===== src/sv/vmlp_pkg.sv =====
// Types and constants shared by the video memory layout planner.
package vmlp_pkg;

   // Internal address width: every legal address and sum stays below 2**30.
   localparam int unsigned ADDR_W = 30;
   localparam int unsigned NUM_COLOR = 4;

   typedef logic [ADDR_W-1:0] addr_type;

   localparam logic [2:0] MAX_COLOR_BUFFERS = 3'd4;
   localparam addr_type MIN_TEXTURE_BYTES = ADDR_W'(2097152);
   localparam addr_type MIN_FIFO_BYTES = ADDR_W'(65536);
   localparam addr_type FIFO_BYTES_SMALL = ADDR_W'(131072);
   localparam addr_type FIFO_BYTES_LARGE = ADDR_W'(262144);
   localparam addr_type FIFO_RESERVE_BYTES = ADDR_W'(8192);
   localparam addr_type PAGE_BYTES = ADDR_W'(4096);
   localparam int unsigned PAGE_BIT = 12;
   localparam logic [31:0] VRAM_MIN = 32'h0010_0000;
   localparam logic [31:0] VRAM_MAX = 32'h1000_0000;
   localparam logic [31:0] VRAM_LARGE = 32'h0080_0000;
   localparam logic [11:0] RES_MAX = 12'd2048;

   typedef struct packed {
      logic [31:0] vram_bytes;
      logic [31:0] desktop_end;
      logic [11:0] width_pixels;
      logic [11:0] height_lines;
      logic [2:0]  color_count;
      logic [1:0]  aux_count;
      logic [28:0] min_texture_bytes;
   } req_type;

   typedef struct packed {
      logic        ok;
      logic [12:0] row_stride;
      logic [24:0] buffer_bytes;
      logic [27:0] texture_offset;
      logic [28:0] texture_bytes;
      logic [27:0] fifo_offset;
      logic [28:0] fifo_bytes;
      logic [27:0] aux_offset;
      logic [27:0] color_offset_0;
      logic [27:0] color_offset_1;
      logic [27:0] color_offset_2;
      logic [27:0] color_offset_3;
   } rsp_type;

   // Working record that travels down the pipeline.
   typedef struct packed {
      logic                          fail;
      addr_type                      vram;
      addr_type                      desk;
      logic [12:0]                   stride;
      logic [24:0]                   buf_bytes;
      logic [3:0]                    cnt;
      logic [2:0]                    ncol;
      logic                          aux_en;
      logic [28:0]                   mintex;
      addr_type                      tram;
      logic                          fifo_big;
      logic [28:0]                   need;
      addr_type                      top;
      addr_type                      aux;
      logic [NUM_COLOR-1:0][ADDR_W-1:0] col;
      addr_type                      fifo;
      addr_type                      texsz;
      addr_type                      s_tm;
      addr_type                      s_tf;
      addr_type                      fifo_off;
      addr_type                      fifo_len;
      addr_type                      aux_end;
      logic [NUM_COLOR-1:0][ADDR_W-1:0] col_end;
   } plan_type;

endpackage


===== src/sv/vmlp_fifo.sv =====
// Two stages that size the texture area and the command FIFO.
module vmlp_fifo (
   input  logic               clock,
   input  logic               reset,
   input  logic               advance,
   input  logic               in_valid,
   input  vmlp_pkg::plan_type in_plan,
   output logic               out_valid,
   output vmlp_pkg::plan_type out_plan
);

   logic               f1_valid_ff, f2_valid_ff;
   vmlp_pkg::plan_type f1_ff, f2_ff, f1_in, f2_in;
   vmlp_pkg::addr_type fb;
   logic               shrink;

   always_comb begin
      f1_in = in_plan;
      f1_in.fifo = in_plan.fifo_big ? vmlp_pkg::FIFO_BYTES_LARGE :
                                      vmlp_pkg::FIFO_BYTES_SMALL;
      f1_in.s_tm = in_plan.tram + {1'b0, in_plan.mintex};
      f1_in.s_tf = in_plan.tram + f1_in.fifo;
   end

   always_comb begin
      f2_in = f1_ff;
      fb = f1_ff.col[0];
      // texture would fall below its minimum: FIFO gives way
      shrink = fb < (f1_ff.s_tm + f1_ff.fifo);
      if (shrink) begin
         f2_in.fail = f1_ff.fail || (fb < f1_ff.s_tm);
         f2_in.fifo = fb - f1_ff.s_tm;
         f2_in.texsz = {1'b0, f1_ff.mintex};
      end else begin
         f2_in.texsz = fb - f1_ff.s_tf;
      end
   end

   always_ff @(posedge clock) begin
      if (reset) begin
         f1_valid_ff <= 1'b0;
         f2_valid_ff <= 1'b0;
      end else if (advance) begin
         f1_valid_ff <= in_valid;
         f2_valid_ff <= f1_valid_ff;
      end
   end

   always_ff @(posedge clock) begin
      if (advance) begin
         f1_ff <= f1_in;
         f2_ff <= f2_in;
      end
   end

   assign out_valid = f2_valid_ff;
   assign out_plan = f2_ff;

endmodule


===== config.mk =====
export PLATFORM = sky130hd
export DESIGN_NAME = vmlp_fifo
export DESIGN_NICKNAME = d
export VERILOG_FILES = /design/src/sv/vmlp_pkg.sv /design/src/sv/vmlp_fifo.sv
export SDC_FILE = /design/constraint.sdc
export NUM_CORES = 1
export LEC_CHECK = 0
export BUFFER_PORTS_ARGS = -buffer_cell sky130_fd_sc_hd__buf_2
export CORE_AREA = 2 2 552 554
export CTS_CLUSTER_DIAMETER = 40
export DETAILED_ROUTE_END_ITERATION = 8
export DIE_AREA = 0 0 554 556
export GPL_TIMING_DRIVEN = 0
export PLACE_DENSITY = 0.3
export SYNTH_ARGS = -nofsm -noshare
export SYNTH_HDL_FRONTEND = slang
export SYNTH_SLANG_ARGS = --single-unit

===== constraint.sdc =====
create_clock -name clock -period 6.6 [get_ports clock]
set_clock_uncertainty 0.05 [all_clocks]
set_input_delay 0 -clock clock [delete_from_list [all_inputs] [get_ports clock]]
set_output_delay 0 -clock clock [all_outputs]
set_load 0.02 [all_outputs]

==> impl_metrics.yaml <==
clocking:
  cts_setup_buffers: 0
  h-tree-depth: 5
  cts-root-buf: "clkbuf_16"
  cts-buffers-inserted: 305
  cts.path.max_buffers: 4
  clkSinkCount: 1321
  clk_latency_ns: 0.87
  clk_pin_slew_worst_paths_ns: 0.05
  cts_tree: "yes"
floorplan:
  dieArea_um2: 308000
  core_um2: 302000
  row_count: 202
  io-pin-count: 1417
  die_w_um: 554
  initial_core_util_pct: 15.10
  dieHeight_um: 556
detailed_routing:
  drtIter0Drc: 1643
  first_pass_iters: 5
  vias_per_cell: 3.365
  wire_per_inst_um: 19.55
  drc_errors: 0
  vias: 31080
  postRouteAntennaNets: 0
  drt_wl_total_um: 180500
worst_setup_path:
  path_delay_family: "buffers and inverters"
  cpPeakStageDelay_ns: 0.58
  cp.required_ns: 7.11
  cp_cell_sequence: "ha_1 -> inv_1 -> fa_1 -> nor2_1 -> nand4_1 -> xnor2_1 -> ha_1 -> nand4_1 -> o21ai_0 -> a21o_1 -> a41o_1 -> clkbuf_1 -> buf_2 -> buf_2 -> a21oi_1"
  cp-start-kind: "register"
  cp_num_buf_inv: 4
  worstPathArrival_ns: 5.65
  crit_start: "f1_ff[257]"
  crit_slowest_cell: "buf_2"
  crit_type: "reg2reg"
  crit_fanout: 10
  worstReg2RegStart: "f1_ff[257]"
  crit_path_end_kind: "register"
pwr:
  max-vdd-ir-drop_mv: 0.2212
  powerDensity_nw_per_um2: 361.9
  p_leak_uw: 0.03108
  swShare_pct: 25.66
  seqPwrFrac_pct: 36.1
  internal_power_uw: 21390
  combPwrFrac_pct: 11.2
  p_clk_share_pct: 52.7
  p_sw_uw: 7381
run_status:
  status: "finished, final reports clean"
timing:
  slew_violations: 0
  hold_viol_final: 0
  fin_crit_sh_pct: 77.78
  worst_pin_slew_ns: 1.176
  fmax_ghz: 0.1948
  rsz0062_at_grt: "no"
  finalSetupViolCount: 0
  tns_ns: 0
  relSlewSlack_pct: 20.97
  min_period_ns: 5.133
hold_path:
  worstHoldStart: "in_plan[552]"
  hold_path_class: "in2reg"
placement:
  port_buffers: 1296
  placedCellCount: 7496
  dpl-instance-area_um2: 57350
  dp_hpwl_um: 134500
  routabilityCongestion: 0.7787
yosys:
  ys_seq_elements: 1321
  avgSynthCellArea_um2: 20.61
  synth-main-ff-cell: "edfxtp_1"
  synthCells: 2212
  ys_seq_area_share_pct: 86.95
  synth_edf_count: 1319
  syn_nets: 3032
  synth_cell_types: 63
  syn-cell-area_um2: 45600
  ys_warn_count: 0
  synthArstFlopShare_pct: 0
layout:
  fin_cells: 9235
  final_util_pct: 26.32
  area_growth_pct: 74.36
  final_area_um2: 79500
  layout_common_cells: "edfxtp_1, buf_2, dlygate4sd3_1"
  drive_gt1_share_pct: 34.88
  nFillCells: 31270
  layout.nets: 5820
  seqCellArea_um2: 39650
  multi_input_area_um2: 5389
  layout_commonest_cell: "edfxtp_1"
global_routing:
  grt_pass1_vias: 33490
  grt_antenna_before_repair: 42
  overflow: 0
  grt_usage_pct: 11.27
  grt_max_degree: 162
  grt_pass1_wl_um: 247200
job:
  drv_cap: 0
stage by stage:
stage / hold slack, ns / setup slack, ns / total power [uW]
5_1_grt: 0.04579 / 0.9259 / 29970
3_3_place_gp: 0.1267 / -18.70 / 13680
2_1_floorplan: 0.02238 / 3.175 / 11730
6_report: 0.08736 / 1.467 / 28770
4_1_cts: 0.004943 / 0.9660 / 29380
3_5_place_dp: 0.1281 / 0.9698 / 13310
metal layers:
layer  GRT usage [%]  vias to the layer above  part of all wire (%)  wire length, um
li1                -                    14360                     -                -
met1           11.39                    15040                    36            64380
met2           20.14                     1280                    50            90980
met3           4.714                      377                   9.6            17320
met4           5.007                       20                   4.3             7701
met5               0                        -                 0.070              126
cell usage after synthesis (19+ instances only):
cell,instances,area [um^2]
a21oi_1,101,505.5
nand3_1,19,95.09
nand2_1,60,225.2
edfxtp_1,1319,39610
a21o_1,43,322.8
nor2_1,104,390.4
xor2_1,38,332.8
o21ai_0,45,225.2
inv_1,90,337.8
xnor2_1,61,534.3
nor3_1,20,100.1
ha_1,105,1314
power groups by stage:
stage,clock network [uW],registers (uW),logic [uW]
floorplan,0,10900,830
finish,15200,10400,3220
global placement,0,10900,2750
detailed placement,0,10600,2750
global route,16000,10500,3510
CTS,15600,10400,3330
worst paths after layout:
kind / end / cells past startpoint / slack (ns)
max: out_plan[292] / 15 / 1.47
min: f1_ff[552] / 2 / 0.09
max reg2reg: out_plan[292] / 15 / 1.47
min reg2reg: out_plan[659] / 0 / 0.34
flip-flops by register name, indices dropped and copies added, names as in the netlist:
name	flops
fb	30
out_plan	689
f1_ff	600
f1_valid_ff	1
out_valid	1
layout make-up:
class                      count  area share [%]
antenna                       13         0.04092
inverter                      90          0.4249
multi-input combinational    761           6.778
sequential                  1321           49.87
clock inverter               211           3.210
buffer                        40          0.2801
clock buffer                 340           9.819
timing repair buffer        2481           23.32
tap                         3978           6.260
cells by family after synthesis:
logic type	count (synthesis)	share of synthesized area (%)
buf+inv	130	1.229
compound gates	278	3.921
simple gates	264	2.656
mux	10	0.2387
fa+ha+maj	110	3.101
xor+xnor	99	1.902
flops	1321	86.95
what timing repair did:
item,4_1_cts,5_1_grt
hold buffers,1175,0
hold endpoints to repair,835,0
gates resized for setup,0,0
No activity file was read; power rests on OpenSTA's default activity.
