[src/sv/vmlp_pkg.sv]
// Types and constants shared by the video memory layout planner.
package vmlp_pkg;

   // Internal address width: every legal address and sum stays below 2**30.
   localparam int unsigned ADDR_W = 30;
   localparam int unsigned NUM_COLOR = 4;

   typedef logic [ADDR_W-1:0] addr_type;

   localparam logic [2:0] MAX_COLOR_BUFFERS = 3'd4;
   localparam addr_type MIN_TEXTURE_BYTES = ADDR_W'(2097152);
   localparam addr_type MIN_FIFO_BYTES = ADDR_W'(65536);
   localparam addr_type FIFO_BYTES_SMALL = ADDR_W'(131072);
   localparam addr_type FIFO_BYTES_LARGE = ADDR_W'(262144);
   localparam addr_type FIFO_RESERVE_BYTES = ADDR_W'(8192);
   localparam addr_type PAGE_BYTES = ADDR_W'(4096);
   localparam int unsigned PAGE_BIT = 12;
   localparam logic [31:0] VRAM_MIN = 32'h0010_0000;
   localparam logic [31:0] VRAM_MAX = 32'h1000_0000;
   localparam logic [31:0] VRAM_LARGE = 32'h0080_0000;
   localparam logic [11:0] RES_MAX = 12'd2048;

   typedef struct packed {
      logic [31:0] vram_bytes;
      logic [31:0] desktop_end;
      logic [11:0] width_pixels;
      logic [11:0] height_lines;
      logic [2:0]  color_count;
      logic [1:0]  aux_count;
      logic [28:0] min_texture_bytes;
   } req_type;

   typedef struct packed {
      logic        ok;
      logic [12:0] row_stride;
      logic [24:0] buffer_bytes;
      logic [27:0] texture_offset;
      logic [28:0] texture_bytes;
      logic [27:0] fifo_offset;
      logic [28:0] fifo_bytes;
      logic [27:0] aux_offset;
      logic [27:0] color_offset_0;
      logic [27:0] color_offset_1;
      logic [27:0] color_offset_2;
      logic [27:0] color_offset_3;
   } rsp_type;

   // Working record that travels down the pipeline.
   typedef struct packed {
      logic                          fail;
      addr_type                      vram;
      addr_type                      desk;
      logic [12:0]                   stride;
      logic [24:0]                   buf_bytes;
      logic [3:0]                    cnt;
      logic [2:0]                    ncol;
      logic                          aux_en;
      logic [28:0]                   mintex;
      addr_type                      tram;
      logic                          fifo_big;
      logic [28:0]                   need;
      addr_type                      top;
      addr_type                      aux;
      logic [NUM_COLOR-1:0][ADDR_W-1:0] col;
      addr_type                      fifo;
      addr_type                      texsz;
      addr_type                      s_tm;
      addr_type                      s_tf;
      addr_type                      fifo_off;
      addr_type                      fifo_len;
      addr_type                      aux_end;
      logic [NUM_COLOR-1:0][ADDR_W-1:0] col_end;
   } plan_type;

endpackage

[src/sv/vmlp_alloc.sv]
// One top-down allocation stage: places the aux buffer or one color buffer.
module vmlp_alloc #(
   parameter bit AUX_SLOT = 1'b0,
   parameter int unsigned IDX = 0
) (
   input  logic               clock,
   input  logic               reset,
   input  logic               advance,
   input  logic               in_valid,
   input  vmlp_pkg::plan_type in_plan,
   output logic               out_valid,
   output vmlp_pkg::plan_type out_plan
);

   localparam logic [1:0] SLOT = IDX[1:0];

   logic               valid_ff;
   vmlp_pkg::plan_type plan_ff, plan_in;
   vmlp_pkg::addr_type need, t;
   logic               active;

   always_comb begin
      plan_in = in_plan;
      active = AUX_SLOT ? in_plan.aux_en : ({1'b0, SLOT} < in_plan.ncol);
      need = {5'b0, in_plan.buf_bytes} + vmlp_pkg::PAGE_BYTES;
      t = in_plan.top - {5'b0, in_plan.buf_bytes};
      // aux sits on an odd page, color buffers on even pages
      if (t[vmlp_pkg::PAGE_BIT] != AUX_SLOT) begin
         t = t - vmlp_pkg::PAGE_BYTES;
      end
      if (active) begin
         plan_in.fail = in_plan.fail || (in_plan.top < need);
         plan_in.top = t;
         if (AUX_SLOT) begin
            plan_in.aux = t;
         end else begin
            plan_in.col[SLOT] = t;
         end
      end
   end

   always_ff @(posedge clock) begin
      if (reset) begin
         valid_ff <= 1'b0;
      end else if (advance) begin
         valid_ff <= in_valid;
      end
   end

   always_ff @(posedge clock) begin
      if (advance) begin
         plan_ff <= plan_in;
      end
   end

   assign out_valid = valid_ff;
   assign out_plan = plan_ff;

endmodule

[config.mk]
export PLATFORM = sky130hd
export DESIGN_NAME = vmlp_alloc
export DESIGN_NICKNAME = d
export VERILOG_FILES = /design/src/sv/vmlp_pkg.sv /design/src/sv/vmlp_alloc.sv
export SDC_FILE = /design/constraint.sdc
export NUM_CORES = 1
export LEC_CHECK = 0
export BUFFER_PORTS_ARGS = -buffer_cell sky130_fd_sc_hd__buf_2
export CORE_AREA = 2 2 546 548
export CTS_BUF_LIST = sky130_fd_sc_hd__clkbuf_8
export CTS_CLUSTER_SIZE = 16
export DETAILED_ROUTE_END_ITERATION = 16
export DIE_AREA = 0 0 548 550
export PLACE_DENSITY_LB_ADDON = 0.25
export SLEW_MARGIN = 10
export SYNTH_ARGS = -nofsm -noshare
export SYNTH_HDL_FRONTEND = slang
export SYNTH_SLANG_ARGS = --single-unit
[constraint.sdc]
create_clock -name clock -period 4.6 [get_ports clock]
set_input_delay 0.92 -clock clock [delete_from_list [all_inputs] [get_ports clock]]
set_output_delay 0.92 -clock clock [all_outputs]
set_load 0.05 [all_outputs]
==> results.txt <==
Max Root-Sink Buffers -> 4
cell with the most instances on the worst path -> o21ai_0
detailed placement HPWL -> 158000 µm
first-pass iteration count of the detailed router -> 6
Final setup viols -> 0
critical path class -> in2reg
Total GRT Usage -> 11.7%
# port buffers -> 1416
R2R cell count -> 2
first-pass GRT wire length -> 223000 µm
Die H -> 550 µm
io pins -> 1417
measured slew at the worst slew-check pin -> 0.820 ns
vias in the first global route -> 19127
FP Rows -> 200
Max VDD drop -> 0.000225 V
Leak -> 15.6 nW
Placement Cell Area -> 0.0363 mm²
Slew Limit Fails -> 0
highest clock rate -> 323 MHz
root buffer cell -> clkbuf_8
max_slew headroom -> 44.8%
Final Util -> 13.4%
Crit path depth -> 10
Arrival @ worst endpoint -> 3.71 ns
sink of the worst hold path -> out_valid
Async SR Flop Fraction -> 0%
Crit. End Element -> flop
1st-iter DRT viols -> 1327
worst r2r src -> out_valid
worst path bufs/invs -> 2
Post-synth EDFFs -> 706
Layout Skew -> 0 ns
minimum clock period -> 3.10 ns
DRC -> 0
crit-path max FO -> 6
net count after synthesis -> 1886
Post-Syn Area -> 0.0240 mm²
Die X -> 548 µm
library cells used by synthesis -> 49
status -> completed
slowest stage delay, CP -> 0.76 ns
vias post-DR -> 18781
H-Tree Depth -> 4
CTS buffer count -> 152
Core Area -> 0.296 mm²
largest net degree at the start of global routing -> 107
P&R area growth vs syn -> 64.9%
flop-to-flop setup slack -> 4.00 ns
cts repair resizes -> 0
PD cells -> 475 mW/mm²
Total Neg Setup Slack -> 0 ns
TritonCTS clock tree -> built
Required @ worst endpoint -> 5.21 ns
unrepaired setup endpoints after global routing -> no
layout cells sized above 1 -> 58.3%
Crit path max-delay family -> compound AO/OA/AOI/OAI gates
#FFs+latches synth -> 707
Final period util -> 67.3%
clock sink count -> 707
vias per cell -> 2.75
CP max stage cell -> o21ai_0
Final #Nets -> 3499
Routed WL per cell -> 27.1 µm
final hold vios -> 0
cell chain of the critical path -> buf_2 -> inv_1 -> ha_1 -> a21oi_1 -> o21ai_0 -> o21ai_0 -> o21ai_0 -> a211oi_1 -> xnor2_1 -> o21ai_0
Syn. warnings -> 0
WL final -> 185000 µm
reg2reg end -> out_valid
initial antenna violation count -> 199
clock slew at reported path FFs -> 0.06 ns
post-CTS setup repair buffer count -> 0
grt ovf -> 0
Startpoint Class -> input port
insertion delay to the later sink of the worst-skew pair -> 0.89 ns
Die Footprint -> 0.301 mm²
Gate Count Post-Synth -> 1135
Design Area, Final -> 0.0396 mm²
ys flop type -> edfxtp_1
syn avg cell area -> 21.1 µm²
initial core utilization -> 8.12%
register area share after synthesis -> 88.5%
RePlAce Congestion -> 0.913
Routed Antenna Nets -> 0
critical hold path startpoint -> reset
Min-Delay Path Depth -> 2
max-cap viol count -> 0
Hold WC Path Type -> in2reg
==> per-stage QoR <==
stage          setup WS (ns)  total power, mW  cells  hold slack (ns)
2_1_floorplan           1.26             10.2   1135            0.733
3_3_place_gp           0.428             12.0   6505            0.478
4_1_cts                 1.46             19.3   6797         0.000144
5_1_grt                 1.30             19.7   6809           0.0662
3_5_place_dp           0.409             12.0   6505            0.495
6_report                1.50             18.8   6837            0.180
==> cell type report <==
class                      instances  area [µm²]
antenna                           40         100
clock buffer                     155        2130
clock inverter                   109         768
fill                           33292      256000
inverter                          34         128
multi-input combinational        379        2590
sequential                       707       21200
tap                             3939        4930
timing repair buffer            1474        7700
==> power by group <==
part | switching (mW) | internal, mW
logic | 3.07 | 0.755
registers | 0.235 | 7.73
clock network | 3.29 | 3.70
==> registers in the layout, summed over array words and instances, names as in the netlist <==
register	count
out_valid	1
out_plan	706
==> worst max-delay path by stage <==
stage,from,to,slack [ns]
finish,in_plan[614],out_plan[358],1.50
global route,in_plan[612],out_plan[508],1.30
CTS,in_plan[614],out_plan[358],1.46
detailed placement,in_plan[614],out_plan[358],0.41
global placement,in_plan[614],out_plan[358],0.43
floorplan,in_plan[480],out_plan[354],1.26
==> layer usage <==
layer	GRT usage, %	vias up	routed length [µm]
met1	12.3	9016	66200
met2	18.6	1525	82700
met3	8.40	418	30500
met5	0	-	303
met4	3.17	46	5590
li1	-	7776	-
==> cell usage after synthesis (all sizes together), types with 2 or more instances <==
library cell | instances | share of area (%)
xnor2 | 22 | 0.80
a2111oi | 2 | 0.073
nand3 | 14 | 0.29
o21bai | 8 | 0.25
or3 | 2 | 0.052
a21oi | 38 | 0.79
o221ai | 2 | 0.073
edfxtp | 706 | 88
nand4 | 10 | 0.26
or2 | 4 | 0.10
mux2i | 4 | 0.17
a31oi | 3 | 0.078
a21o | 11 | 0.34
a211oi | 5 | 0.16
buf | 3 | 0.063
nor3b | 4 | 0.17
inv | 34 | 0.53
nand2 | 68 | 1.1
o21a | 7 | 0.22
o211ai | 3 | 0.094
o31ai | 3 | 0.094
nor2 | 23 | 0.36
and3 | 4 | 0.10
nand2b | 7 | 0.18
xor2 | 12 | 0.44
nor4 | 4 | 0.10
mux2 | 16 | 0.75
or4 | 4 | 0.13
clkbuf | 12 | 0.19
nor2b | 2 | 0.052
o22ai | 3 | 0.10
ha | 40 | 2.1
and2 | 4 | 0.10
o21ai | 25 | 0.52
nor3 | 14 | 0.29
==> timing repair <==
action / 4_1_cts / 5_1_grt
endpoints found under the setup margin: 0 / 0
hold buffers: 28 / 0
endpoints found under the hold margin: 28 / 0
==> cell families (layout without fill, tap and decap cells) <==
logic type / count (synthesis) / in the layout / share of synthesized area, %
XOR/XNOR: 34 / 34 / 1.24
buffers and inverters: 49 / 1772 / 0.782
AO/OA/AOI/OAI: 118 / 118 / 3.09
other: 0 / 40 / 0
adder cells (fa/ha/maj): 41 / 41 / 2.17
multiplexers: 20 / 20 / 0.918
AND/OR/NAND/NOR: 166 / 166 / 3.35
flip-flops: 707 / 707 / 88.5
==> cell usage in the layout, fill, tap and decap left out, types with 16 or more instances in the layout <==
cell	synthesis	routed
ha_1	40	40
inv_1	34	62
xnor2_1	22	22
nor2_1	23	23
buf_2	3	1415
diode_2	0	40
clkinv_2	0	19
buf_4	0	22
dlygate4sd3_1	0	28
mux2_2	16	16
o21ai_0	25	25
clkbuf_8	0	155
clkinv_1	0	41
a21oi_1	38	38
edfxtp_1	706	706
nand2_1	68	68
Power figures use the tool's default switching activity.
