<file path="src/sv/vmlp_pkg.sv">
// Types and constants shared by the video memory layout planner.
package vmlp_pkg;

   // Internal address width: every legal address and sum stays below 2**30.
   localparam int unsigned ADDR_W = 30;
   localparam int unsigned NUM_COLOR = 4;

   typedef logic [ADDR_W-1:0] addr_type;

   localparam logic [2:0] MAX_COLOR_BUFFERS = 3'd4;
   localparam addr_type MIN_TEXTURE_BYTES = ADDR_W'(2097152);
   localparam addr_type MIN_FIFO_BYTES = ADDR_W'(65536);
   localparam addr_type FIFO_BYTES_SMALL = ADDR_W'(131072);
   localparam addr_type FIFO_BYTES_LARGE = ADDR_W'(262144);
   localparam addr_type FIFO_RESERVE_BYTES = ADDR_W'(8192);
   localparam addr_type PAGE_BYTES = ADDR_W'(4096);
   localparam int unsigned PAGE_BIT = 12;
   localparam logic [31:0] VRAM_MIN = 32'h0010_0000;
   localparam logic [31:0] VRAM_MAX = 32'h1000_0000;
   localparam logic [31:0] VRAM_LARGE = 32'h0080_0000;
   localparam logic [11:0] RES_MAX = 12'd2048;

   typedef struct packed {
      logic [31:0] vram_bytes;
      logic [31:0] desktop_end;
      logic [11:0] width_pixels;
      logic [11:0] height_lines;
      logic [2:0]  color_count;
      logic [1:0]  aux_count;
      logic [28:0] min_texture_bytes;
   } req_type;

   typedef struct packed {
      logic        ok;
      logic [12:0] row_stride;
      logic [24:0] buffer_bytes;
      logic [27:0] texture_offset;
      logic [28:0] texture_bytes;
      logic [27:0] fifo_offset;
      logic [28:0] fifo_bytes;
      logic [27:0] aux_offset;
      logic [27:0] color_offset_0;
      logic [27:0] color_offset_1;
      logic [27:0] color_offset_2;
      logic [27:0] color_offset_3;
   } rsp_type;

   // Working record that travels down the pipeline.
   typedef struct packed {
      logic                          fail;
      addr_type                      vram;
      addr_type                      desk;
      logic [12:0]                   stride;
      logic [24:0]                   buf_bytes;
      logic [3:0]                    cnt;
      logic [2:0]                    ncol;
      logic                          aux_en;
      logic [28:0]                   mintex;
      addr_type                      tram;
      logic                          fifo_big;
      logic [28:0]                   need;
      addr_type                      top;
      addr_type                      aux;
      logic [NUM_COLOR-1:0][ADDR_W-1:0] col;
      addr_type                      fifo;
      addr_type                      texsz;
      addr_type                      s_tm;
      addr_type                      s_tf;
      addr_type                      fifo_off;
      addr_type                      fifo_len;
      addr_type                      aux_end;
      logic [NUM_COLOR-1:0][ADDR_W-1:0] col_end;
   } plan_type;

endpackage

</file>
<file path="src/sv/vmlp_front.sv">
// Front stages: range checks, buffer size product and minimum memory check.
module vmlp_front (
   input  logic              clock,
   input  logic              reset,
   input  logic              advance,
   input  logic              in_valid,
   input  vmlp_pkg::req_type in_req,
   output logic              out_valid,
   output vmlp_pkg::plan_type out_plan
);

   logic               s1_valid_ff, s2_valid_ff, s3_valid_ff;
   vmlp_pkg::plan_type s1_ff, s2_ff, s3_ff;
   vmlp_pkg::plan_type s1_in, s2_in, s3_in;
   logic [32:0]        tram_wide;
   logic [30:0]        min_sum;

   always_comb begin
      s1_in = '0;
      s1_in.fail = (in_req.width_pixels == 12'd0) || (in_req.height_lines == 12'd0) ||
                   (in_req.width_pixels > vmlp_pkg::RES_MAX) ||
                   (in_req.height_lines > vmlp_pkg::RES_MAX) ||
                   (in_req.color_count == 3'd0) ||
                   (in_req.color_count > vmlp_pkg::MAX_COLOR_BUFFERS) ||
                   (in_req.aux_count > 2'd1) ||
                   (in_req.vram_bytes < vmlp_pkg::VRAM_MIN) ||
                   (in_req.vram_bytes > vmlp_pkg::VRAM_MAX) ||
                   (in_req.desktop_end > in_req.vram_bytes);
      s1_in.vram = in_req.vram_bytes[vmlp_pkg::ADDR_W-1:0];
      s1_in.desk = in_req.desktop_end[vmlp_pkg::ADDR_W-1:0];
      s1_in.stride = {in_req.width_pixels, 1'b0};
      s1_in.buf_bytes = {12'b0, s1_in.stride} * {13'b0, in_req.height_lines};
      tram_wide = {1'b0, in_req.desktop_end} + 33'h0_0000_0FFF;
      s1_in.tram = {tram_wide[vmlp_pkg::ADDR_W-1:vmlp_pkg::PAGE_BIT],
                    vmlp_pkg::PAGE_BIT'(0)};
      s1_in.mintex = (in_req.min_texture_bytes == 29'd0) ?
                     vmlp_pkg::MIN_TEXTURE_BYTES[28:0] : in_req.min_texture_bytes;
      s1_in.ncol = in_req.color_count;
      s1_in.aux_en = in_req.aux_count[0];
      s1_in.cnt = {1'b0, in_req.color_count} + {2'b0, in_req.aux_count};
      s1_in.fifo_big = in_req.vram_bytes > vmlp_pkg::VRAM_LARGE;
   end

   always_comb begin
      s2_in = s1_ff;
      s2_in.need = {4'b0, s1_ff.buf_bytes} * {25'b0, s1_ff.cnt};
   end

   always_comb begin
      s3_in = s2_ff;
      min_sum = {2'b0, s2_ff.need} + {1'b0, vmlp_pkg::MIN_TEXTURE_BYTES} +
                {1'b0, vmlp_pkg::MIN_FIFO_BYTES} + {1'b0, s2_ff.desk};
      s3_in.fail = s2_ff.fail || (min_sum > {1'b0, s2_ff.vram});
      s3_in.top = s2_ff.vram;
   end

   always_ff @(posedge clock) begin
      if (reset) begin
         s1_valid_ff <= 1'b0;
         s2_valid_ff <= 1'b0;
         s3_valid_ff <= 1'b0;
      end else if (advance) begin
         s1_valid_ff <= in_valid;
         s2_valid_ff <= s1_valid_ff;
         s3_valid_ff <= s2_valid_ff;
      end
   end

   always_ff @(posedge clock) begin
      if (advance) begin
         s1_ff <= s1_in;
         s2_ff <= s2_in;
         s3_ff <= s3_in;
      end
   end

   assign out_valid = s3_valid_ff;
   assign out_plan = s3_ff;

endmodule

</file>
<file path="config.mk">
export PLATFORM = sky130hd
export DESIGN_NAME = vmlp_front
export DESIGN_NICKNAME = d
export VERILOG_FILES = /design/src/sv/vmlp_pkg.sv /design/src/sv/vmlp_front.sv
export SDC_FILE = /design/constraint.sdc
export NUM_CORES = 1
export LEC_CHECK = 0
export CORE_AREA = 2 2 325 327
export DETAILED_ROUTE_END_ITERATION = 16
export DIE_AREA = 0 0 327 329
export DONT_BUFFER_PORTS = 1
export PLACE_DENSITY_LB_ADDON = 0.1
export REMOVE_ABC_BUFFERS = 1
export SLEW_MARGIN = 20
export SYNTH_ARGS = -nofsm -noshare
export SYNTH_HDL_FRONTEND = slang
export SYNTH_SLANG_ARGS = --single-unit
</file>
<file path="constraint.sdc">
create_clock -name clock -period 8.7 [get_ports clock]
set_clock_uncertainty 0.2 [all_clocks]
set_input_delay 1.74 -clock clock [delete_from_list [all_inputs] [get_ports clock]]
set_output_delay 1.74 -clock clock [all_outputs]
set_load 0.005 [all_outputs]
</file>
==> results of run 1 <==
## final cells by class
cell class | count | area (µm²)
antenna | 1 | 2.50
multi-input combinational | 1671 | 12200
fill | 10500 | 71800
clock buffer | 65 | 1520
sequential | 518 | 15500
tap | 1391 | 1740
clock inverter | 49 | 508
inverter | 274 | 1030
## sequential cells by signal, indices dropped and copies added (netlist names)
| signal | count |
|---|---|
| s1_valid_ff | 1 |
| out_plan | 181 |
| s2_valid_ff | 1 |
| out_valid | 1 |
| s1_ff | 153 |
| s2_ff | 181 |
## layer usage
| layer | up-vias | global-route usage [%] | share of wire (%) |
|---|---|---|---|
| li1 | 7550 | - | - |
| met1 | 7988 | 15.3 | 41 |
| met4 | 2 | 4.37 | 2.7 |
| met2 | 517 | 22.0 | 49 |
| met5 | - | 0 | 0.011 |
| met3 | 99 | 3.40 | 6.9 |
## cell usage after synthesis (all sizes together) (21+ instances only)
cell type	instances	area [µm²]
nor2	54	203
nor4	21	131
and2	93	587
edfxtp	515	15500
fa	146	2920
a21o	55	414
a21oi	86	430
inv	274	1030
o21ai	42	214
buf	525	3940
nand2	198	743
clkbuf	66	251
nand4	24	150
xor2	23	201
ha	214	2680
xnor2	57	499
## through the flow
step | total power, W | hold WS [ps]
6_report | 0.0108 | 198
5_1_grt | 0.0117 | 207
4_1_cts | 0.0110 | 214
3_5_place_dp | 0.00829 | 205
3_3_place_gp | 0.00825 | 200
2_1_floorplan | 0.00711 | 200
## how the worst min path moves through the flow
stage / end / slack [ps] / depth (start not counted)
after floorplan: out_plan[539]$_DFFE_PP_ / 200 / 0
after global placement: out_plan[597]$_DFFE_PP_ / 200 / 0
after CTS: s2_ff[669]$_DFFE_PP_ / 210 / 0
after detailed placement: out_plan[572]$_DFFE_PP_ / 200 / 0
after global routing: s2_ff[593]$_DFFE_PP_ / 210 / 0
final: s2_ff[654]$_DFFE_PP_ / 200 / 0
## cell families after synthesis
kind of cell             count (synthesis)
buffers and inverters                  865
flip-flops                             518
AND/OR/NAND/NOR                        479
adder cells (fa/ha/maj)                360
AO/OA/AOI/OAI                          252
XOR/XNOR                                80
multiplexers                             5
other                                    1
## report_power, final
part | internal [W] | total, W | switching, W | leakage, nW
sequential | 0.00334 | 0.00363 | 0.000295 | 5.07
combinational | 0.00199 | 0.00457 | 0.00258 | 8.08
clock | 0.00149 | 0.00258 | 0.00110 | 0.978
## cells in the final DEF, fill, tap and decap left out, types with 7 or more instances in the layout
master                      count
sky130_fd_sc_hd__inv_1        274
sky130_fd_sc_hd__edfxtp_1     515
sky130_fd_sc_hd__bufinv_16      7
sky130_fd_sc_hd__fa_1         146
sky130_fd_sc_hd__xnor2_1       57
sky130_fd_sc_hd__nand2_1      198
sky130_fd_sc_hd__nor4_1        21
sky130_fd_sc_hd__nor3_1        13
sky130_fd_sc_hd__nand4_1       24
sky130_fd_sc_hd__o21bai_1      13
sky130_fd_sc_hd__a31oi_1        7
sky130_fd_sc_hd__clkinv_2      13
sky130_fd_sc_hd__and2_1        91
sky130_fd_sc_hd__or3_1          7
sky130_fd_sc_hd__xor2_1        23
sky130_fd_sc_hd__clkinv_1      14
sky130_fd_sc_hd__and3_1         8
sky130_fd_sc_hd__nor2b_1       19
sky130_fd_sc_hd__nor2_1        54
sky130_fd_sc_hd__o21ai_0       38
sky130_fd_sc_hd__nand2b_1       8
sky130_fd_sc_hd__a21oi_1       86
sky130_fd_sc_hd__ha_1         214
sky130_fd_sc_hd__clkbuf_16     60
sky130_fd_sc_hd__o21a_1         9
sky130_fd_sc_hd__a21o_1        54
sky130_fd_sc_hd__conb_1       495
sky130_fd_sc_hd__nand3_1       20
==> metrics.cfg, run 1 <==
[critical_path]
timing.reg2reg.setup_slack_ps = 2260
worst-r2r-cell-count = 19
timing.critical_path.max_delay_family = compound AO/OA/AOI/OAI gates
critical_path_required_ps = 9040
crit_path_start_kind = flop
crit_path_top_delay_cell = sky130_fd_sc_hd__nor4_1
cpPeakStageDelay_ps = 960
critPathCapture = out_plan[705]$_DFFE_PP_
cp_cell_sequence = ha_1 -> ha_1 -> fa_1 -> a21o_1 -> a21oi_1 -> o21bai_1 -> a21oi_1 -> o21ai_1 -> a31oi_1 -> o21ai_0 -> xor2_1 -> ha_1 -> nand4_1 -> nor4_1 -> o21ai_0 -> a21oi_1 -> a2111oi_0 -> a222oi_1 -> a2111o_1
critical_path.reg2reg.startpoint = s2_ff[512]$_DFFE_PP_
worstPathBufferInverterCount = 0
worstReg2RegEnd = out_plan[705]$_DFFE_PP_
worstPathArrival_ps = 6790
cp-startpoint = s2_ff[512]$_DFFE_PP_
worstPathMaxFanout = 4
cp.depth = 19
end_kind = flop
timing.setup.critical_path_class = reg2reg

[layout]
finish.utilization_pct = 31.2
finalNetCount = 3011
drive_above_1_share_pct = 4.27
post-route-cell-area_um2 = 32500
finish.cell_count_without_fillers = 3969
areaGrowthSynthToFinish_pct = 4.61

[detailed_routing]
routed_via_density = 4.07
postRouteAntennaNets = 0
drt_iter0_drc = 667
detail_route.drc_violations = 0
totalWireLength_um = 71500
routedWlPerCell_um = 18.0
vias = 16200
detail_route.first_pass.iterations = 4

[die]
design.die.area_um2 = 108000
floorplan.initialDensity_pct = 29.8
die_x_um = 327
dieHeight_um = 329
rows = 119
design.portCount = 833
core_um2 = 104000

[timing]
worst_slack_ps = 2260
finalCritPeriodShare_pct = 74.1
unrepaired_setup_endpoints_after_global_routing = no
worst_slew_margin_rel_pct = 25.2
max_slew.worst_pin.slew_ps = 1110
period_needed_ps = 6440
hold_viol_final = 0
fin_tns_setup_ps = 0
final-setup-viol-count = 0
fmax_ghz = 0.155
drv_slew = 0

[place]
place_ws_ps = 1670
dpl.hpwl_um = 54200
dpl-instance-area_um2 = 30500
io_buffers = 0
placed_cells = 3854
weighted_congestion_reported_at_the_end_of_routability_driven_placement = 0.780

[clock_network]
cts.sinks = 518
clock_path_buffers = 3
post_cts.repair.setup_buffers = 0
worst_skew_pair.late_latency_ps = 660
clk_pin_slew_worst_paths_ps = 60
cts-resized-gates = 0
numCtsBuffers = 60
cts.hold.buffers_added = 0
root_buf_cell = sky130_fd_sc_hd__clkbuf_16
ctsHtreeMaxLevel = 2
tritoncts_clock_tree = done

[synthesis]
syn-instance-count = 2560
total_standard_cell_area_after_synthesis_um2 = 31100
adder_and_majority_gate_portion_of_the_synthesized_area_pct = 18.0
post_synth_edffs = 515
synth-warning-count = 0
asyncSetResetFlopFracSynth_pct = 0
synth_cell_types = 59
combinational_family_with_the_most_area_after_synthesis = adder cells
synth_simple_gate_area_share_pct = 7.62
synth_seq_cells = 518
yosys-mux-area-fraction_pct = 0.161
ys.flop_type = sky130_fd_sc_hd__edfxtp_1
portion_of_the_post_synthesis_area_used_by_sequential_elements_pct = 49.9
xor_xnor_cell_area_share_of_the_yosys_netlist_pct = 2.25
synth_compound_gate_area_share_pct = 5.22
synth_area_per_cell_um2 = 12.1

[pwr]
pwr_density_cell_nw_per_um2 = 332
vdd.ir_drop.worst_mv = 0.157
leakage_power_figure_nw = 14.1

[global_routing]
grt_pass1_vias = 16300
grt_overflow = 0
initial_antenna_violation_count = 2
grt_max_degree = 519
wire_length_of_the_first_global_routing_pass_um = 103000
globalRouteTotalUtil_pct = 12.7

[job]
maxCapViolations = 0

[min_path]
holdCritPathClass = reg2reg
worst_hold_startpoint = s1_ff[654]$_DFFE_PP_

[status]
run_status = complete, no violations

Note: power is estimated with default switching activity, not from simulation.
==> run 2: changes to the inputs <==
==> constraint.sdc (replaced) <==
create_clock -name clock -period 6.75 [get_ports clock]
set_clock_uncertainty 0.2 [all_clocks]
set_input_delay 1.35 -clock clock [delete_from_list [all_inputs] [get_ports clock]]
set_output_delay 1.35 -clock clock [all_outputs]
set_load 0.005 [all_outputs]
==> run 2 against run 1 <==
  * Combinational power is 29% higher
  * Count of clock-buffer cells in the layout is 1 higher
  * Global-route usage hardly changed
  * Maximum frequency is 2.8% higher
  * Flip-flop and latch count stayed put
  * Cell count is 0.10% higher
  * Via count is 0.48% lower
  * Cell area is 0.25% higher
  * Sequential share of layout area is 0.12 points lower
  * Power is 30% higher
  * Wire length hardly changed
==> metrics.cfg, run 2 (synthesized netlist as in run 1, its figures left out) <==
[status]
run_status = complete, no violations  ; unchanged

[layout]
finalNetCount = 3015  ; was 3011
areaGrowthSynthToFinish_pct = 4.87  ; was 4.61%
nFillCells = 10500  ; about the same
drive_above_1_share_pct = 4.57  ; was 4.27%
post-route-cell-area_um2 = 32600  ; was 32500 µm²
register_area_um2 = 15500  ; unchanged
finish.cell_count_without_fillers = 3973  ; was 3969
final_cell_mix = 515 x sky130_fd_sc_hd__edfxtp_1, 495 x sky130_fd_sc_hd__conb_1, 274 x sky130_fd_sc_hd__inv_1, 214 x sky130_fd_sc_hd__ha_1, 198 x sky130_fd_sc_hd__nand2_1  ; unchanged
multi_input_area_um2 = 12200  ; unchanged
most_common_library_cell_in_the_layout_ignoring_fill_and_taps = sky130_fd_sc_hd__edfxtp_1  ; unchanged

[critical_path]
worst-r2r-cell-count = 21  ; was 19
worstPathArrival_ps = 6600  ; was 6790 ps
worstReg2RegEnd = out_plan[705]$_DFFE_PP_  ; unchanged
critical_path.reg2reg.startpoint = s2_ff[512]$_DFFE_PP_  ; unchanged
critical_path_required_ps = 7090  ; was 9040 ps
end_kind = flop  ; unchanged
crit_path_start_kind = flop  ; unchanged
timing.setup.critical_path_class = reg2reg  ; unchanged
worstPathMaxFanout = 4  ; unchanged
cp-startpoint = s2_ff[512]$_DFFE_PP_  ; unchanged
timing.reg2reg.setup_slack_ps = 480  ; was 2260 ps

[die]
floorplan.initialDensity_pct = 29.8  ; unchanged
design.portCount = 833  ; unchanged
dieHeight_um = 329  ; unchanged
die_x_um = 327  ; unchanged
design.die.area_um2 = 108000  ; unchanged
core_um2 = 104000  ; unchanged
rows = 119  ; unchanged

[clock_network]
root_buf_cell = sky130_fd_sc_hd__clkbuf_16  ; unchanged
worst_skew_pair.late_latency_ps = 670  ; was 660 ps
numCtsBuffers = 60  ; unchanged
tritoncts_clock_tree = done  ; unchanged
post_cts.repair.setup_buffers = 0  ; unchanged
cts-resized-gates = 0  ; unchanged
clk_pin_slew_worst_paths_ps = 60  ; about the same
clock_path_buffers = 3  ; unchanged
cts.hold.buffers_added = 0  ; unchanged
cts.sinks = 518  ; unchanged
ctsHtreeMaxLevel = 2  ; unchanged

[detailed_routing]
routed_via_density = 4.05  ; was 4.07
routedWlPerCell_um = 18.0  ; about the same
postRouteAntennaNets = 0  ; unchanged
vias = 16100  ; was 16200
drt_iter0_drc = 700  ; was 667
detail_route.first_pass.iterations = 4  ; unchanged
detail_route.drc_violations = 0  ; unchanged
totalWireLength_um = 71500  ; about the same

[pwr]
pwr_density_cell_nw_per_um2 = 429  ; was 332 nW/µm²
p_sw_share_pct = 36.8  ; about the same
power.switching_w = 0.00514  ; was 0.00398 W
power.share.sequential_pct = 33.5  ; was 33.7%
combPwrFrac_pct = 42.2  ; was 42.4%
power.share.clock_pct = 24.3  ; was 24.0%
vdd.ir_drop.worst_mv = 0.244  ; was 0.157 mV
cellInternalPower_w = 0.00884  ; was 0.00682 W
leakage_power_figure_nw = 14.2  ; was 14.1 nW

[global_routing]
wire_length_of_the_first_global_routing_pass_um = 103000  ; about the same
initial_antenna_violation_count = 1  ; was 2
globalRouteTotalUtil_pct = 12.7  ; about the same
grt_max_degree = 519  ; unchanged
grt_pass1_vias = 16300  ; about the same
grt_overflow = 0  ; unchanged

[min_path]
worst_hold_path.endpoint = s2_ff[651]$_DFFE_PP_  ; was s2_ff[654]$_DFFE_PP_
holdCritPathClass = reg2reg  ; unchanged
worstHoldPathCells = 0  ; unchanged
worst_hold_startpoint = s1_ff[651]$_DFFE_PP_  ; was s1_ff[654]$_DFFE_PP_

[timing]
final-setup-viol-count = 0  ; unchanged
drv_slew = 0  ; unchanged
unrepaired_setup_endpoints_after_global_routing = no  ; unchanged
finalCritPeriodShare_pct = 92.8  ; was 74.1%
hold-worst-slack_ps = 200  ; was 198 ps
hold_viol_final = 0  ; unchanged
period_needed_ps = 6270  ; was 6440 ps
worst_slack_ps = 484  ; was 2260 ps
worst_slew_margin_rel_pct = 31.1  ; was 25.2%
max_slew.worst_pin.slew_ps = 1030  ; was 1110 ps
fmax_ghz = 0.160  ; was 0.155 GHz
fin_tns_setup_ps = 0  ; unchanged

[place]
placed_cells = 3858  ; was 3854
weighted_congestion_reported_at_the_end_of_routability_driven_placement = 0.780  ; about the same
io_buffers = 0  ; unchanged
dpl-instance-area_um2 = 30500  ; about the same
place_ws_ps = 88.4  ; was 1670 ps
dpl.hpwl_um = 54400  ; was 54200 µm

[job]
maxCapViolations = 0  ; unchanged

[run 2: cell count changes in the layout (fill, tap and decap cells not counted)]
cell | before | now
sky130_fd_sc_hd__clkinv_2 | 13 | 11
sky130_fd_sc_hd__clkinv_4 | 2 | 4
sky130_fd_sc_hd__clkbuf_1 | 5 | 6
sky130_fd_sc_hd__inv_8 | 1 | 3
sky130_fd_sc_hd__diode_2 | 1 | 2
sky130_fd_sc_hd__clkinvlp_4 | 6 | 7
sky130_fd_sc_hd__clkinv_1 | 14 | 8
sky130_fd_sc_hd__buf_4 | 0 | 4
sky130_fd_sc_hd__bufinv_16 | 7 | 8
[run 2: layer usage]
| metal | global-route usage [%] | wire [µm] | up-vias |
|---|---|---|---|
| li1 | - | - | 7554 |
| met1 | 15.3 | 29300 | 7919 |
| met2 | 22.2 | 35500 | 516 |
| met3 | 3.25 | 4830 | 90 |
| met4 | 4.40 | 1840 | 0 |
| met5 | 0 | 0 | - |
[run 2: worst max path at each step]
stage / to / cells after the start
2_1_floorplan: s1_ff[631]$_DFFE_PP_ / 17
4_1_cts: out_plan[705]$_DFFE_PP_ / 21
5_1_grt: out_plan[705]$_DFFE_PP_ / 21
3_3_place_gp: s1_ff[630]$_DFFE_PP_ / 20
3_5_place_dp: s1_ff[631]$_DFFE_PP_ / 18
6_report: out_plan[705]$_DFFE_PP_ / 21
[run 2: power by group through the flow]
| stage | Clock (W) | Sequential [W] | Combinational (W) |
|---|---|---|---|
| 2_1_floorplan | 0 | 0.00452 | 0.00464 |
| 3_3_place_gp | 0 | 0.00477 | 0.00588 |
| 3_5_place_dp | 0 | 0.00478 | 0.00593 |
| 4_1_cts | 0.00352 | 0.00472 | 0.00599 |
| 5_1_grt | 0.00364 | 0.00475 | 0.00681 |
| 6_report | 0.00339 | 0.00469 | 0.00591 |
[run 2: critical path: stages, from the launching register on]
cell and delay, ps:
sky130_fd_sc_hd__edfxtp_1 420, sky130_fd_sc_hd__ha_1 320, sky130_fd_sc_hd__ha_1 220, sky130_fd_sc_hd__fa_1 400, sky130_fd_sc_hd__a21o_1 200, sky130_fd_sc_hd__a21oi_1 230
sky130_fd_sc_hd__o21bai_1 100, sky130_fd_sc_hd__a21oi_1 320, sky130_fd_sc_hd__o21ai_1 260, sky130_fd_sc_hd__a31oi_1 300, sky130_fd_sc_hd__o21ai_0 230, sky130_fd_sc_hd__xor2_1 210
sky130_fd_sc_hd__ha_1 330, sky130_fd_sc_hd__nand4_1 140, sky130_fd_sc_hd__nor4_1 640, sky130_fd_sc_hd__buf_4 240, sky130_fd_sc_hd__o21ai_0 80, sky130_fd_sc_hd__a21oi_1 410
sky130_fd_sc_hd__a2111oi_0 140, sky130_fd_sc_hd__a222oi_1 470, sky130_fd_sc_hd__buf_4 200, sky130_fd_sc_hd__a2111o_1 100
[run 2: layout make-up]
| cell class | count | area share [%] |
|---|---|---|
| flip-flops and latches | 518 | 47.6 |
| diodes | 2 | 0.0153 |
| clock buffers | 66 | 4.67 |
| clock inverters | 47 | 1.70 |
| inverters | 274 | 3.15 |
| multi-input cells | 1671 | 37.4 |
| repair buffers | 4 | 0.0921 |
| well taps | 1391 | 5.34 |
[run 2: per-stage QoR]
stage	total power [W]	util [%]
after global routing	0.0152	31.2
after detailed placement	0.0107	29.2
after CTS	0.0142	31.2
final	0.0140	31.2
after floorplan	0.00916	-
after global placement	0.0107	29.2
